===== src/rtl/fr_pkg.sv =====
`timescale 1ns / 1ps
package fr_pkg;
  localparam int unsigned DataWidth = 32;
  localparam int unsigned StatusWidth = 2;

  typedef enum logic [1:0] {
    StatusOk       = 2'd0,
    StatusNumZero  = 2'd1,
    StatusDenZero  = 2'd2,
    StatusReserved = 2'd3
  } status_e;
endpackage


===== src/rtl/fr_if.sv =====
`timescale 1ns / 1ps
interface fr_in_if #(
  parameter int unsigned DW = fr_pkg::DataWidth
);
  logic          valid;
  logic          ready;
  logic [DW-1:0] numer_in;
  logic [DW-1:0] denom_in;
  modport source (output valid, numer_in, denom_in, input ready);
  modport sink (input valid, numer_in, denom_in, output ready);
endinterface

interface fr_out_if #(
  parameter int unsigned DW = fr_pkg::DataWidth
);
  logic          valid;
  logic          ready;
  logic [DW-1:0] numer_out;
  logic [DW-1:0] denom_out;
  logic [1:0]    status;
  modport source (output valid, numer_out, denom_out, status, input ready);
  modport sink (input valid, numer_out, denom_out, status, output ready);
endinterface


===== src/rtl/fr_front.sv =====
`timescale 1ns / 1ps
// Takes signed values, splits them into magnitudes and signs and classifies each item into a one-entry queue slot.
module fr_front #(
  parameter int unsigned DW = fr_pkg::DataWidth
) (
  input  logic          clk_i,
  input  logic          rst_ni,
  fr_in_if.sink         in_i,
  output logic          q_valid_o,
  input  logic          q_ready_i,
  output logic [DW-1:0] q_nmag_o,
  output logic [DW-1:0] q_dmag_o,
  output logic          q_nneg_o,
  output logic          q_dneg_o,
  output fr_pkg::status_e q_status_o
);
  import fr_pkg::*;

  logic          valid_q;
  logic [DW-1:0] nmag_q, dmag_q;
  logic          nneg_q, dneg_q;
  status_e       status_q, status_d;
  logic [DW-1:0] nmag_d, dmag_d;

  assign in_i.ready = !valid_q || q_ready_i;
  assign nmag_d = in_i.numer_in[DW-1] ? (~in_i.numer_in + 1'b1) : in_i.numer_in;
  assign dmag_d = in_i.denom_in[DW-1] ? (~in_i.denom_in + 1'b1) : in_i.denom_in;

  always_comb begin
    if (dmag_d == '0) begin
      status_d = StatusDenZero;
    end else if (nmag_d == '0) begin
      status_d = StatusNumZero;
    end else begin
      status_d = StatusOk;
    end
  end

  always_ff @(posedge clk_i or negedge rst_ni) begin
    if (!rst_ni) begin
      valid_q <= 1'b0;
    end else if (in_i.ready) begin
      valid_q <= in_i.valid;
    end
  end

  always_ff @(posedge clk_i) begin
    if (in_i.valid && in_i.ready) begin
      nmag_q   <= nmag_d;
      dmag_q   <= dmag_d;
      nneg_q   <= in_i.numer_in[DW-1];
      dneg_q   <= in_i.denom_in[DW-1];
      status_q <= status_d;
    end
  end

  assign q_valid_o  = valid_q;
  assign q_nmag_o   = nmag_q;
  assign q_dmag_o   = dmag_q;
  assign q_nneg_o   = nneg_q;
  assign q_dneg_o   = dneg_q;
  assign q_status_o = status_q;
endmodule


===== src/rtl/fr_back.sv =====
`timescale 1ns / 1ps
// Euclid by restoring division, then two more divisions by the gcd on the same unit.
module fr_back #(
  parameter int unsigned DW = fr_pkg::DataWidth
) (
  input  logic          clk_i,
  input  logic          rst_ni,
  input  logic          q_valid_i,
  output logic          q_ready_o,
  input  logic [DW-1:0] q_nmag_i,
  input  logic [DW-1:0] q_dmag_i,
  input  logic          q_nneg_i,
  input  logic          q_dneg_i,
  input  fr_pkg::status_e q_status_i,
  fr_out_if.source      out_o
);
  import fr_pkg::*;

  localparam int unsigned CW = $clog2(DW + 1);

  typedef enum logic [4:0] {
    StIdle = 5'b00001,
    StGcd  = 5'b00010,
    StDivN = 5'b00100,
    StDivD = 5'b01000,
    StOut  = 5'b10000
  } state_e;

  state_e        state_q, state_d;
  logic [DW-1:0] b_q;               // Euclid divisor
  logic [DW-1:0] nmag_q, dmag_q, g_q;
  logic          nneg_q, dneg_q;
  logic [DW-1:0] rem_q, dvd_q;
  logic [CW-1:0] cnt_q;
  logic [DW-1:0] nres_q, dres_q;
  status_e       st_q;

  // One restoring step: shift in next dividend bit, subtract divisor if possible.
  logic [DW:0]   trial;
  logic [DW-1:0] divisor;
  logic [DW-1:0] rem_n;
  logic          take;

  assign divisor = (state_q == StGcd) ? b_q : g_q;
  assign trial   = {rem_q, dvd_q[DW-1]};
  assign take    = trial >= {1'b0, divisor};
  assign rem_n   = take ? DW'(trial - {1'b0, divisor}) : trial[DW-1:0];

  assign q_ready_o = (state_q == StIdle);
  assign out_o.valid     = (state_q == StOut);
  assign out_o.numer_out = nres_q;
  assign out_o.denom_out = dres_q;
  assign out_o.status    = st_q;

  logic last;
  assign last = (cnt_q == CW'(DW - 1));

  always_comb begin
    state_d = state_q;
    case (state_q)
      StIdle: if (q_valid_i) state_d = (q_status_i == StatusOk) ? StGcd : StOut;
      StGcd:  if (last && rem_n == '0) state_d = StDivN;
      StDivN: if (last) state_d = StDivD;
      StDivD: if (last) state_d = StOut;
      StOut:  if (out_o.ready) state_d = StIdle;
      default: state_d = StIdle;
    endcase
  end

  always_ff @(posedge clk_i or negedge rst_ni) begin
    if (!rst_ni) begin
      state_q <= StIdle;
      cnt_q   <= '0;
    end else begin
      state_q <= state_d;
      if (state_q == StIdle || last) begin
        cnt_q <= '0;
      end else begin
        cnt_q <= cnt_q + 1'b1;
      end
    end
  end

  always_ff @(posedge clk_i) begin
    case (state_q)
      StIdle: begin
        nmag_q <= q_nmag_i;
        dmag_q <= q_dmag_i;
        nneg_q <= q_nneg_i;
        dneg_q <= q_dneg_i;
        st_q   <= q_status_i;
        b_q    <= q_dmag_i;
        dvd_q  <= q_nmag_i;
        rem_q  <= '0;
        nres_q <= '0;
        dres_q <= '0;
      end
      StGcd: begin
        rem_q <= rem_n;
        dvd_q <= {dvd_q[DW-2:0], 1'b0};
        if (last) begin
          rem_q <= '0;
          if (rem_n == '0) begin
            g_q   <= b_q;
            dvd_q <= nmag_q;
          end else begin
            b_q   <= rem_n;
            dvd_q <= b_q;
          end
        end
      end
      StDivN, StDivD: begin
        rem_q <= rem_n;
        dvd_q <= {dvd_q[DW-2:0], take};
        if (last) begin
          rem_q <= '0;
          dvd_q <= dmag_q;
          if (state_q == StDivN) begin
            nres_q <= nneg_q ? (~{dvd_q[DW-2:0], take} + 1'b1) : {dvd_q[DW-2:0], take};
          end else begin
            dres_q <= dneg_q ? (~{dvd_q[DW-2:0], take} + 1'b1) : {dvd_q[DW-2:0], take};
          end
        end
      end
      default: ;
    endcase
  end

`ifndef NO_ASSERTIONS
  a_onehot: assert property (@(posedge clk_i) disable iff (!rst_ni) $onehot(state_q))
    else $error("back state not one-hot");
  a_nooverlap: assert property (@(posedge clk_i) disable iff (!rst_ni)
    out_o.valid |-> !q_ready_o) else $error("accepting while result pending");
  a_hold: assert property (@(posedge clk_i) disable iff (!rst_ni)
    (out_o.valid && !out_o.ready) |=> (out_o.valid && $stable(out_o.numer_out)))
    else $error("result dropped");
  a_status: assert property (@(posedge clk_i) disable iff (!rst_ni)
    out_o.valid |-> out_o.status != StatusReserved) else $error("bad status");
`endif
endmodule


===== src/rtl/fraction_reducer_core.sv =====
`timescale 1ns / 1ps
// Channel | Direction | Fields
// in_i    | sink      | numer_in, denom_in
// out_o   | source    | numer_out, denom_out, status
// An item passes the one-entry queue, then runs the Euclid remainder steps and then the
// two quotient divisions, all on the shared restoring divider.
// Zero numerator or denominator items skip the divider and go straight to the output.
// Reset clears control state only; one item waits in the queue while another works.
module fraction_reducer_core #(
  parameter int unsigned DATA_WIDTH = fr_pkg::DataWidth
) (
  input  logic clk_i,
  input  logic rst_ni,
  fr_in_if.sink     in_i,
  fr_out_if.source  out_o
);
  import fr_pkg::*;

  logic                  q_valid, q_ready, q_nneg, q_dneg;
  logic [DATA_WIDTH-1:0] q_nmag, q_dmag;
  status_e               q_status;

  fr_front #(.DW(DATA_WIDTH)) u_front (
    .clk_i, .rst_ni, .in_i,
    .q_valid_o(q_valid), .q_ready_i(q_ready), .q_nmag_o(q_nmag), .q_dmag_o(q_dmag),
    .q_nneg_o(q_nneg), .q_dneg_o(q_dneg), .q_status_o(q_status)
  );

  fr_back #(.DW(DATA_WIDTH)) u_back (
    .clk_i, .rst_ni,
    .q_valid_i(q_valid), .q_ready_o(q_ready), .q_nmag_i(q_nmag), .q_dmag_i(q_dmag),
    .q_nneg_i(q_nneg), .q_dneg_i(q_dneg), .q_status_i(q_status), .out_o
  );
endmodule


===== src/flat_wrapper.sv =====
// flat-port wrapper written by rule: the top's interface ports become plain ports
module fraction_reducer_core_flat import fr_pkg::*;
#(
  parameter int unsigned DATA_WIDTH = fr_pkg::DataWidth
)
  (clk_i, rst_ni, in_i_valid, in_i_numer_in, in_i_denom_in, in_i_ready, out_o_valid, out_o_numer_out, out_o_denom_out, out_o_status, out_o_ready);
  fr_in_if #(.DW((DataWidth))) in_i_i ();
  fr_out_if #(.DW((DataWidth))) out_o_i ();
  input  logic clk_i;
  input  logic rst_ni;
  input wire logic [$bits(in_i_i.valid)-1:0] in_i_valid;
  input wire logic [$bits(in_i_i.numer_in)-1:0] in_i_numer_in;
  input wire logic [$bits(in_i_i.denom_in)-1:0] in_i_denom_in;
  output wire logic [$bits(in_i_i.ready)-1:0] in_i_ready;
  output wire logic [$bits(out_o_i.valid)-1:0] out_o_valid;
  output wire logic [$bits(out_o_i.numer_out)-1:0] out_o_numer_out;
  output wire logic [$bits(out_o_i.denom_out)-1:0] out_o_denom_out;
  output wire logic [$bits(out_o_i.status)-1:0] out_o_status;
  input wire logic [$bits(out_o_i.ready)-1:0] out_o_ready;
  assign in_i_i.valid = in_i_valid;
  assign in_i_i.numer_in = in_i_numer_in;
  assign in_i_i.denom_in = in_i_denom_in;
  assign in_i_ready = in_i_i.ready;
  assign out_o_valid = out_o_i.valid;
  assign out_o_numer_out = out_o_i.numer_out;
  assign out_o_denom_out = out_o_i.denom_out;
  assign out_o_status = out_o_i.status;
  assign out_o_i.ready = out_o_ready;
  fraction_reducer_core #(.DATA_WIDTH(DATA_WIDTH)) u_core (.clk_i(clk_i), .rst_ni(rst_ni), .in_i(in_i_i), .out_o(out_o_i));
endmodule

===== config.mk =====
export PLATFORM = sky130hd
export DESIGN_NAME = fraction_reducer_core_flat
export DESIGN_NICKNAME = d
export VERILOG_FILES = /design/src/rtl/fr_pkg.sv /design/src/rtl/fr_if.sv /design/src/rtl/fr_front.sv /design/src/rtl/fr_back.sv /design/src/rtl/fraction_reducer_core.sv /design/src/flat_wrapper.sv
export SDC_FILE = /design/constraint.sdc
export NUM_CORES = 1
export LEC_CHECK = 0
export BUFFER_PORTS_ARGS = -buffer_cell sky130_fd_sc_hd__buf_2
export CORE_MARGIN = 2
export CORE_UTILIZATION = 45
export DETAILED_ROUTE_END_ITERATION = 6
export PLACE_DENSITY = 0.63
export SYNTH_ARGS = -nofsm -noshare
export SYNTH_HDL_FRONTEND = slang
export SYNTH_SLANG_ARGS = --single-unit

===== constraint.sdc =====
create_clock -name clk_i -period 9.8 [get_ports clk_i]
set_input_delay 2.94 -clock clk_i [delete_from_list [all_inputs] [get_ports clk_i]]
set_output_delay 2.94 -clock clk_i [all_outputs]
set_load 0.01 [all_outputs]

==> results of run 1 <==
## final timing paths
check                                                                       end  slack [ns]
worst max-delay path            u_core.u_back.out_o.denom_out[28]$_SDFFCE_PN0P_        2.91
worst max register to register  u_core.u_back.out_o.denom_out[28]$_SDFFCE_PN0P_        2.91
worst min-delay path                             u_core.u_back.nneg_q$_DFFE_PP_        0.44
max in group asynchronous                  u_core.u_back.state_q[0]$_DFFE_PN1P_        7.24
worst min register to register                   u_core.u_back.nneg_q$_DFFE_PP_        0.44
min in group asynchronous                      u_core.u_back.cnt_q[3]$_DFF_PN0_        2.29
## per-stage QoR
step	instances	area, um2
4_1_cts	2277	20500
3_5_place_dp	2214	19400
2_1_floorplan	1638	18200
3_3_place_gp	2214	19400
6_report	2277	20500
5_1_grt	2277	20500
## kinds of logic (layout without fill, tap and decap cells)
group	after synthesis	count (layout)	synth area share, %
xor+xnor	146	146	7.02
buf+inv	138	252	2.90
compound gates	360	360	13.0
fa+ha+maj	37	37	2.58
flops	340	340	55.7
mux	63	63	3.47
simple gates	554	554	15.4
## layer usage
layer / up-vias / part of all wire (%)
met5: - / 0.022
met2: 467 / 46
met4: 2 / 3.3
met3: 98 / 7.0
met1: 6574 / 44
li1: 6337 / -
## registers in the layout, indices dropped and copies added (netlist names)
register / count
u_core.u_back.g_q: 32
u_core.u_back.state_q: 5
u_core.u_back.out_o.numer_out: 32
u_core.u_front.q_status_o: 2
u_core.u_front.q_nneg_o: 1
u_core.u_back.out_o.status: 2
u_core.u_back.out_o.denom_out: 32
u_core.u_front.q_nmag_o: 32
u_core.u_front.q_dneg_o: 1
u_core.u_back.rem_q: 32
u_core.u_back.cnt_q: 6
u_core.u_back.nmag_q: 32
u_core.u_front.q_valid_o: 1
u_core.u_back.b_q: 32
u_core.u_back.nneg_q: 1
u_core.u_back.dneg_q: 1
u_core.u_back.dvd_q: 32
u_core.u_front.q_dmag_o: 32
u_core.u_back.dmag_q: 32
## layout make-up
class / instances / area share [%]
clock buffers: 45 / 4.67
clock inverters: 18 / 0.684
inverters: 34 / 0.623
multi-input cells: 1160 / 37.2
flip-flops and latches: 340 / 49.6
well taps: 525 / 3.21
repair buffers: 155 / 4.03
## placed cells by master, fill, tap and decap left out, types with 20 or more instances in the layout
cell	netlist	routed
sky130_fd_sc_hd__a21oi_1	63	63
sky130_fd_sc_hd__a31oi_1	20	20
sky130_fd_sc_hd__and3_1	39	39
sky130_fd_sc_hd__buf_2	8	135
sky130_fd_sc_hd__buf_4	0	20
sky130_fd_sc_hd__clkbuf_16	0	37
sky130_fd_sc_hd__edfxtp_1	328	328
sky130_fd_sc_hd__ha_1	36	36
sky130_fd_sc_hd__inv_1	33	32
sky130_fd_sc_hd__mux2i_1	62	61
sky130_fd_sc_hd__nand2_1	159	159
sky130_fd_sc_hd__nand3_1	30	30
sky130_fd_sc_hd__nand4_1	31	31
sky130_fd_sc_hd__nor2_1	137	135
sky130_fd_sc_hd__nor3_1	25	24
sky130_fd_sc_hd__nor4_1	24	23
sky130_fd_sc_hd__o21ai_0	90	90
sky130_fd_sc_hd__o31ai_1	26	25
sky130_fd_sc_hd__or3_1	21	21
sky130_fd_sc_hd__or4_1	23	23
sky130_fd_sc_hd__xnor2_1	93	93
sky130_fd_sc_hd__xor2_1	53	53
## power by group
| group | switching, W | internal (W) |
|---|---|---|
| Combinational | 0.00183 | 0.000919 |
| Clock | 0.000547 | 0.000744 |
| Sequential | 0.000506 | 0.00247 |
## worst reg2reg max path, delay by kind of cell, from the launching register on
kind | cells | cell delay, ns
and+or+nand+nor | 13 | 3.89
buffers and inverters | 2 | 1.04
adders and majority gates | 2 | 0.75
DFF | 1 | 0.47
muxes | 1 | 0.20
xor gates and xnor gates | 1 | 0.16
AOI/OAI and AO/OA | 1 | 0.10
==> flow_summary.html, run 1 <==
<table>
<tr><th>Metric</th><th>Value</th></tr>
<tr><th colspan="2">Run status</th></tr>
<tr><td>Run status</td><td>completed</td></tr>
<tr><th colspan="2">Timing</th></tr>
<tr><td>Headroom to the max-slew limit</td><td>between 30 and 40%</td></tr>
<tr><td>Final hold slack</td><td>0.445 ns</td></tr>
<tr><td>Highest attainable clock frequency</td><td>0.145 GHz</td></tr>
<tr><td>Setup slack after layout</td><td>slightly below 3 ns</td></tr>
<tr><td>Final Slew Violations</td><td>0</td></tr>
<tr><td>Final setup violation count</td><td>0</td></tr>
<tr><td>Final sum of negative setup slack</td><td>0 ns</td></tr>
<tr><td>Final period util</td><td>a little over two thirds</td></tr>
<tr><td>Slew at the pin closest to its max-slew limit</td><td>1.03 ns</td></tr>
<tr><td>Setup repair after global routing missed its margin</td><td>false</td></tr>
<tr><td>Final number of hold-violating endpoints</td><td>0</td></tr>
<tr><td>Crit path time final</td><td>a little under 7 ns</td></tr>
<tr><td>Final Skew</td><td>~0.021 ns</td></tr>
<tr><th colspan="2">Detailed routing</th></tr>
<tr><td>Average routed wire per standard cell</td><td>22.1 um</td></tr>
<tr><td>Antenna violation net count after detailed routing</td><td>0</td></tr>
<tr><td>Overall via count from detail_route</td><td>13500</td></tr>
<tr><td>Number of optimization iterations in the first detailed-route pass</td><td>5</td></tr>
<tr><td>Detailed-route vias per instance</td><td>5.92</td></tr>
<tr><td>Total Wirelength</td><td>~50000 um</td></tr>
<tr><td>First DRT Iteration DRCs</td><td>about 1200</td></tr>
<tr><td>Drc violations</td><td>0</td></tr>
<tr><th colspan="2">Synth</th></tr>
<tr><td>Cell taking the most area after synthesis</td><td>sky130_fd_sc_hd__edfxtp_1</td></tr>
<tr><td>Number of distinct standard cells referenced by the synthesized netlist</td><td>70</td></tr>
<tr><td>Most common library cells after synthesis</td><td>328 x sky130_fd_sc_hd__edfxtp_1, 159 x sky130_fd_sc_hd__nand2_1, 137 x sky130_fd_sc_hd__nor2_1</td></tr>
<tr><td>Ys Warns</td><td>0</td></tr>
<tr><td>Most used flip-flop cell after synthesis</td><td>sky130_fd_sc_hd__edfxtp_1</td></tr>
<tr><td>Most frequent cell after synthesis</td><td>sky130_fd_sc_hd__edfxtp_1</td></tr>
<tr><td>Gate Count Post-Synth</td><td>~1600</td></tr>
<tr><td>FFs w/ async S/R, synth</td><td>3.53%</td></tr>
<tr><td>Synthesized Nets</td><td>1743</td></tr>
<tr><td>Seq/Total Area, Yosys</td><td>55.7%</td></tr>
<tr><td>Leading cell types by total area after synthesis</td><td>sky130_fd_sc_hd__edfxtp_1 54%, sky130_fd_sc_hd__xnor2_1 4.5%, sky130_fd_sc_hd__mux2i_1 3.4%, sky130_fd_sc_hd__nand2_1 3.3%, sky130_fd_sc_hd__nor2_1 2.8%</td></tr>
<tr><td>Area fraction of the dominant cell type after synthesis</td><td>54.0%</td></tr>
<tr><td>Area of the mapped netlist</td><td>18200 um2</td></tr>
<tr><td>Mean area per synthesized cell</td><td>11.1 um2</td></tr>
<tr><td>Flip-flop and latch count after synthesis</td><td>340</td></tr>
<tr><td>Number of synthesized flops with an enable pin</td><td>between 300 and 400</td></tr>
<tr><th colspan="2">Floorplanning</th></tr>
<tr><td>Starting utilization of the core area</td><td>45.8%</td></tr>
<tr><td>Die W</td><td>205 um</td></tr>
<tr><td>Area of the core</td><td>39800 um2</td></tr>
<tr><td>Count of pins on the block boundary</td><td>136</td></tr>
<tr><td>Height of the die</td><td>205 um</td></tr>
<tr><td>Core Rows</td><td>73</td></tr>
<tr><td>Die area</td><td>42100 um2</td></tr>
<tr><th colspan="2">CTS</th></tr>
<tr><td>Hold buffers post-CTS</td><td>0</td></tr>
<tr><td>CTS-repair resized insts</td><td>0</td></tr>
<tr><td>H-tree Lvls</td><td>2</td></tr>
<tr><td>Cts bufs inserted</td><td>36</td></tr>
<tr><td>Number of sinks driven by the clock tree</td><td>340</td></tr>
<tr><td>Maximum buffer depth of the clock tree</td><td>3</td></tr>
<tr><td>Clock Tree Root</td><td>sky130_fd_sc_hd__clkbuf_16</td></tr>
<tr><td>Post-CTS clock slew at the launch and capture registers of the worst setup and hold paths</td><td>approximately 0.060 ns</td></tr>
<tr><td>Postcts setup bufs</td><td>0</td></tr>
<tr><td>Clock tree from TritonCTS</td><td>built</td></tr>
<tr><td>Clock Latency Late Sink</td><td>0.53 ns</td></tr>
<tr><th colspan="2">Critical path</th></tr>
<tr><td>Startpoint of the worst register-to-register path</td><td>u_core.u_back.state_q[3]$_DFFE_PN0P_</td></tr>
<tr><td>Worst path most repeated cell</td><td>sky130_fd_sc_hd__or3_1</td></tr>
<tr><td>Startpoint class of the critical path</td><td>flop</td></tr>
<tr><td>Crit Path Category</td><td>flop to flop</td></tr>
<tr><td>Sort of element at the end of the critical path</td><td>flop</td></tr>
<tr><td>CP Launch Point</td><td>u_core.u_back.state_q[3]$_DFFE_PN0P_</td></tr>
<tr><td>Cell count of the worst reg-to-reg path</td><td>20</td></tr>
<tr><td>Crit path buffers/inverters</td><td>2</td></tr>
<tr><td>Required time at the worst-slack endpoint</td><td>10.03 ns</td></tr>
<tr><td>Maximum fanout count along the critical path</td><td>72</td></tr>
<tr><td>Cell family contributing the most delay on the critical path</td><td>simple AND/OR/NAND/NOR gates</td></tr>
<tr><td>Arrival time of the worst setup path</td><td>7.13 ns</td></tr>
<tr><td>CP cell instances</td><td>or3_1, or3b_4, buf_4, mux2i_1, ha_1, and4_1, and4_1, nand3b_1, o211ai_1, nor3_2, buf_4, ha_1, nand3_1, or3_1, or3_1, or4_1, or3_1, nand2_1, xor2_1, nor2_1</td></tr>
<tr><td>Delay contributed by the slowest stage of the critical path</td><td>0.62 ns</td></tr>
<tr><td>Number of cells on the critical path</td><td>20</td></tr>
<tr><td>Master of the slowest instance on the critical path</td><td>sky130_fd_sc_hd__or3b_4</td></tr>
<tr><th colspan="2">GRT</th></tr>
<tr><td>Antenna violations before repair</td><td>2</td></tr>
<tr><td>Wire length of the first global-routing pass</td><td>76200 um</td></tr>
<tr><td>Total global routing track utilization</td><td>23.7%</td></tr>
<tr><td>Met2 track demand over resource</td><td>approximately 38%</td></tr>
<tr><td>Number of global-route vias before repair</td><td>12900</td></tr>
<tr><td>Residual overflow from global routing</td><td>0</td></tr>
<tr><td>GR peak layer</td><td>met2</td></tr>
<tr><td>M3 GR Usage</td><td>4.02%</td></tr>
<tr><td>Largest net degree at the start of global routing</td><td>73</td></tr>
<tr><td>Met1 Resource Use GR</td><td>between 30% and 40%</td></tr>
<tr><th colspan="2">Layout</th></tr>
<tr><td>Growth of design area from synthesis to finish</td><td>12.4%</td></tr>
<tr><td>Footprint of the flip-flops and latches</td><td>between 10000 and 15000 um2</td></tr>
<tr><td>Multi-input logic area</td><td>7620 um2</td></tr>
<tr><td>Filler cell count</td><td>3555</td></tr>
<tr><td>Final net count</td><td>between 1500 and 2000</td></tr>
<tr><td>Antenna cell count</td><td>0</td></tr>
<tr><td>Final core area utilization</td><td>51.4%</td></tr>
<tr><td>Fraction of final layout cells with drive strength greater than 1</td><td>14.7%</td></tr>
<tr><th colspan="2">Power</th></tr>
<tr><td>Power density normalized to cell area</td><td>342 nW/um2</td></tr>
<tr><td>Total design power</td><td>about 0.007 W</td></tr>
<tr><td>Leak pwr</td><td>7.86 nW</td></tr>
<tr><td>Peak VDD IR</td><td>173 uV</td></tr>
<tr><th colspan="2">Run</th></tr>
<tr><td>Max-capacitance violation count</td><td>0</td></tr>
<tr><th colspan="2">Place</th></tr>
<tr><td>Setup slack after placement</td><td>2.94 ns</td></tr>
<tr><td>Count of port buffers added during placement</td><td>around 140</td></tr>
<tr><td>GPL Wtd Cong</td><td>0.856</td></tr>
<tr><td>HPWL after DPL</td><td>37300 um</td></tr>
<tr><th colspan="2">Min path</th></tr>
<tr><td>Worst min-delay path class</td><td>flop to flop</td></tr>
<tr><td>Worst hold path startpoint</td><td>u_core.u_front.q_nneg_o$_DFFE_PP_</td></tr>
<tr><td>Number of cells traversed by the worst hold path</td><td>0</td></tr>
</table>
No activity file was read; power rests on OpenSTA's default activity.
==> inputs of run 2 (changes only) <==
clock period = 7 ns   (was 9.8 ns; I/O delays follow)
==> run 2 against run 1 <==
Compared with the run above:
- die area did not move
- setup slack got worse by 2.3 ns
- clock skew rose by 0.0032 ns
- fmax rose by 8.4%
- routed wire length fell by 1.9%
- clock power rose by 42%
- sequential share of layout area fell by 0.17 points
- first-iteration DRC count rose by 2.6%
- global-route usage fell by 0.53 points
- register-to-register slack got worse by 2.3 ns
- critical path type unchanged
- largest power group unchanged
==> flow_summary.html, run 2 (synthesized netlist as in run 1, its figures left out) <==
<table>
<tr><th>Metric</th><th>Value</th></tr>
<tr><th colspan="2">Critical path</th></tr>
<tr><td>Maximum fanout count along the critical path</td><td>53</td></tr>
<tr><td>Critical R2R Capture</td><td>u_core.u_back.out_o.denom_out[28]$_SDFFCE_PN0P_</td></tr>
<tr><td>Startpoint of the worst register-to-register path</td><td>u_core.u_back.state_q[3]$_DFFE_PN0P_</td></tr>
<tr><td>Startpoint class of the critical path</td><td>flop</td></tr>
<tr><td>Arrival time of the worst setup path</td><td>6.60 ns</td></tr>
<tr><td>Critical path destination</td><td>u_core.u_back.out_o.denom_out[28]$_SDFFCE_PN0P_</td></tr>
<tr><td>Required time at the worst-slack endpoint</td><td>approximately 7.2 ns</td></tr>
<tr><td>Flop-to-flop setup slack</td><td>between 0.6 and 0.7 ns</td></tr>
<tr><td>Cell count of the worst reg-to-reg path</td><td>18</td></tr>
<tr><td>CP Launch Point</td><td>u_core.u_back.state_q[3]$_DFFE_PN0P_</td></tr>
<tr><td>Sort of element at the end of the critical path</td><td>flop</td></tr>
<tr><td>Crit Path Category</td><td>flop to flop</td></tr>
<tr><th colspan="2">Run status</th></tr>
<tr><td>Run status</td><td>completed</td></tr>
<tr><th colspan="2">Timing</th></tr>
<tr><td>Headroom to the max-slew limit</td><td>31.2%</td></tr>
<tr><td>Crit path time final</td><td>6.36 ns</td></tr>
<tr><td>Final sum of negative setup slack</td><td>0 ns</td></tr>
<tr><td>Final setup violation count</td><td>0</td></tr>
<tr><td>Slew at the pin closest to its max-slew limit</td><td>1.03 ns</td></tr>
<tr><td>Final period util</td><td>90.8%</td></tr>
<tr><td>Final Slew Violations</td><td>0</td></tr>
<tr><td>Final Skew</td><td>~0.024 ns</td></tr>
<tr><td>Setup repair after global routing missed its margin</td><td>false</td></tr>
<tr><td>Highest attainable clock frequency</td><td>about 0.16 GHz</td></tr>
<tr><td>Final hold slack</td><td>0.427 ns</td></tr>
<tr><td>Final number of hold-violating endpoints</td><td>0</td></tr>
<tr><td>Setup slack after layout</td><td>0.645 ns</td></tr>
<tr><th colspan="2">Detailed routing</th></tr>
<tr><td>Number of optimization iterations in the first detailed-route pass</td><td>5</td></tr>
<tr><td>Detailed-route vias per instance</td><td>5.94</td></tr>
<tr><td>Overall via count from detail_route</td><td>13500</td></tr>
<tr><td>Antenna violation net count after detailed routing</td><td>0</td></tr>
<tr><td>First DRT Iteration DRCs</td><td>1273</td></tr>
<tr><td>Drc violations</td><td>0</td></tr>
<tr><td>Total Wirelength</td><td>49300 um</td></tr>
<tr><td>Average routed wire per standard cell</td><td>21.6 um</td></tr>
<tr><th colspan="2">CTS</th></tr>
<tr><td>CTS-repair resized insts</td><td>0</td></tr>
<tr><td>Postcts setup bufs</td><td>0</td></tr>
<tr><td>H-tree Lvls</td><td>2</td></tr>
<tr><td>Clock Latency Late Sink</td><td>0.52 ns</td></tr>
<tr><td>Clock Tree Root</td><td>sky130_fd_sc_hd__clkbuf_16</td></tr>
<tr><td>Number of sinks driven by the clock tree</td><td>340</td></tr>
<tr><td>Post-CTS clock slew at the launch and capture registers of the worst setup and hold paths</td><td>0.06 ns</td></tr>
<tr><td>Hold buffers post-CTS</td><td>0</td></tr>
<tr><td>Clock tree from TritonCTS</td><td>built</td></tr>
<tr><td>Cts bufs inserted</td><td>37</td></tr>
<tr><td>Maximum buffer depth of the clock tree</td><td>3</td></tr>
<tr><th colspan="2">Power</th></tr>
<tr><td>Fraction of power spent switching nets</td><td>40.8%</td></tr>
<tr><td>Proportion of power drawn by the clock network</td><td>18.6%</td></tr>
<tr><td>Power density normalized to cell area</td><td>about 480 nW/um2</td></tr>
<tr><td>Peak VDD IR</td><td>284 uV</td></tr>
<tr><td>Fraction of power consumed by combinational cells</td><td>38.8%</td></tr>
<tr><td>Leak pwr</td><td>7.88 nW</td></tr>
<tr><td>Switching power total</td><td>0.00402 W</td></tr>
<tr><td>Cell internal power dissipation</td><td>0.00583 W</td></tr>
<tr><td>Sequential share of power</td><td>42.6%</td></tr>
<tr><th colspan="2">GRT</th></tr>
<tr><td>Number of global-route vias before repair</td><td>12800</td></tr>
<tr><td>Residual overflow from global routing</td><td>0</td></tr>
<tr><td>Total global routing track utilization</td><td>23.2%</td></tr>
<tr><td>Largest net degree at the start of global routing</td><td>70</td></tr>
<tr><td>Wire length of the first global-routing pass</td><td>between 70000 and 80000 um</td></tr>
<tr><td>Antenna violations before repair</td><td>0</td></tr>
<tr><th colspan="2">Layout</th></tr>
<tr><td>Antenna cell count</td><td>0</td></tr>
<tr><td>Footprint of the flip-flops and latches</td><td>10200 um2</td></tr>
<tr><td>Final net count</td><td>1833</td></tr>
<tr><td>Final instance area</td><td>20600 um2</td></tr>
<tr><td>Filler cell count</td><td>3558</td></tr>
<tr><td>Final core area utilization</td><td>51.6%</td></tr>
<tr><td>Fraction of final layout cells with drive strength greater than 1</td><td>14.7%</td></tr>
<tr><td>Growth of design area from synthesis to finish</td><td>12.8%</td></tr>
<tr><td>Most used cells in the layout excluding fill and tap cells</td><td>328 x sky130_fd_sc_hd__edfxtp_1, 158 x sky130_fd_sc_hd__nand2_1, 135 x sky130_fd_sc_hd__nor2_1, 135 x sky130_fd_sc_hd__buf_2, 93 x sky130_fd_sc_hd__xnor2_1</td></tr>
<tr><td>Multi-input logic area</td><td>7630 um2</td></tr>
<tr><td>Most frequent standard cell in the layout excluding fill and tap cells</td><td>sky130_fd_sc_hd__edfxtp_1</td></tr>
<tr><th colspan="2">Floorplanning</th></tr>
<tr><td>Area of the core</td><td>between 30000 and 40000 um2</td></tr>
<tr><td>Starting utilization of the core area</td><td>a little under half</td></tr>
<tr><td>Core Rows</td><td>73</td></tr>
<tr><td>Die area</td><td>42100 um2</td></tr>
<tr><td>Height of the die</td><td>205 um</td></tr>
<tr><td>Count of pins on the block boundary</td><td>136</td></tr>
<tr><td>Die W</td><td>205 um</td></tr>
<tr><th colspan="2">Place</th></tr>
<tr><td>Setup slack after placement</td><td>0.606 ns</td></tr>
<tr><td>HPWL after DPL</td><td>36600 um</td></tr>
<tr><td>Area of placed instances</td><td>19400 um2</td></tr>
<tr><td>Count of port buffers added during placement</td><td>135</td></tr>
<tr><td>GPL Wtd Cong</td><td>between 0.8 and 0.9</td></tr>
<tr><th colspan="2">Run</th></tr>
<tr><td>Max-capacitance violation count</td><td>0</td></tr>
<tr><th colspan="2">Min path</th></tr>
<tr><td>Worst min-delay path class</td><td>flop to flop</td></tr>
</table>
==> run 2: cell count changes in the layout (fill, tap and decap cells not counted) <==
cell                        before  now
sky130_fd_sc_hd__clkinv_2       12    7
sky130_fd_sc_hd__buf_12          0    3
sky130_fd_sc_hd__clkinv_1        3    8
sky130_fd_sc_hd__and2_2          1    2
sky130_fd_sc_hd__nand2_1       159  158
sky130_fd_sc_hd__and2_1          7    6
sky130_fd_sc_hd__bufinv_16       2    3
sky130_fd_sc_hd__buf_4          20   17
sky130_fd_sc_hd__clkbuf_1        8    5
sky130_fd_sc_hd__nand2_2         0    1
sky130_fd_sc_hd__inv_6           0    2
==> run 2: power by group through the flow <==
stage,registers (W),logic [W],clock network (W)
global route,0.00425,0.00420,0.00194
detailed placement,0.00422,0.00380,0
CTS,0.00418,0.00382,0.00186
global placement,0.00421,0.00378,0
finish,0.00419,0.00382,0.00183
floorplan,0.00392,0.00259,0
==> run 2: area by class of cell <==
cell class              count  area share [%]
clock inverters            21           0.883
repair buffers            155            4.20
well taps                 525            3.20
inverters                  34           0.621
clock buffers              42            4.60
multi-input cells        1160            37.1
flip-flops and latches    340            49.4
==> run 2: critical path, cell delays in order (launching register included) <==
cell                       delay [ns]
sky130_fd_sc_hd__dfrtp_1         0.47
sky130_fd_sc_hd__or3_1           0.46
sky130_fd_sc_hd__or3b_4          0.67
sky130_fd_sc_hd__mux2i_1         0.22
sky130_fd_sc_hd__ha_1            0.45
sky130_fd_sc_hd__a21oi_1         0.33
sky130_fd_sc_hd__o21a_1          0.20
sky130_fd_sc_hd__o211ai_1        0.16
sky130_fd_sc_hd__and2_1          0.22
sky130_fd_sc_hd__nor3_2          0.42
sky130_fd_sc_hd__ha_1            0.31
sky130_fd_sc_hd__nand3_1         0.13
sky130_fd_sc_hd__or3_1           0.49
sky130_fd_sc_hd__or3_1           0.44
sky130_fd_sc_hd__or4_1           0.45
sky130_fd_sc_hd__or3_1           0.34
sky130_fd_sc_hd__nand2_1         0.09
sky130_fd_sc_hd__xor2_1          0.16
sky130_fd_sc_hd__nor2_1          0.05
==> run 2: worst min-delay path by stage <==
stage | startpoint | end | slack, ns | cells past startpoint
2_1_floorplan | u_core.u_front.q_dneg_o$_DFFE_PP_ | u_core.u_back.dneg_q$_DFFE_PP_ | 0.40 | 0
3_5_place_dp | u_core.u_front.q_nneg_o$_DFFE_PP_ | u_core.u_back.nneg_q$_DFFE_PP_ | 0.42 | 0
6_report | u_core.u_front.q_nneg_o$_DFFE_PP_ | u_core.u_back.nneg_q$_DFFE_PP_ | 0.43 | 0
3_3_place_gp | u_core.u_front.q_nneg_o$_DFFE_PP_ | u_core.u_back.nneg_q$_DFFE_PP_ | 0.40 | 0
4_1_cts | u_core.u_front.q_nneg_o$_DFFE_PP_ | u_core.u_back.nneg_q$_DFFE_PP_ | 0.43 | 0
5_1_grt | u_core.u_front.q_nneg_o$_DFFE_PP_ | u_core.u_back.nneg_q$_DFFE_PP_ | 0.43 | 0
==> run 2: metal layers <==
metal / vias to the layer above / track usage, % / routed length, um
met1: 6534 / 32.5 / 21000
met4: 0 / 7.76 / 1700
met3: 95 / 3.44 / 3640
met2: 530 / 37.1 / 22900
li1: 6355 / - / -
met5: - / 0 / 0
==> run 2: stage by stage <==
| stage | instances | total power (W) |
|---|---|---|
| 3_5_place_dp | 2214 | 0.00802 |
| 3_3_place_gp | 2214 | 0.00799 |
| 5_1_grt | 2277 | 0.0104 |
| 2_1_floorplan | 1638 | 0.00650 |
| 6_report | 2277 | 0.00985 |
| 4_1_cts | 2277 | 0.00986 |
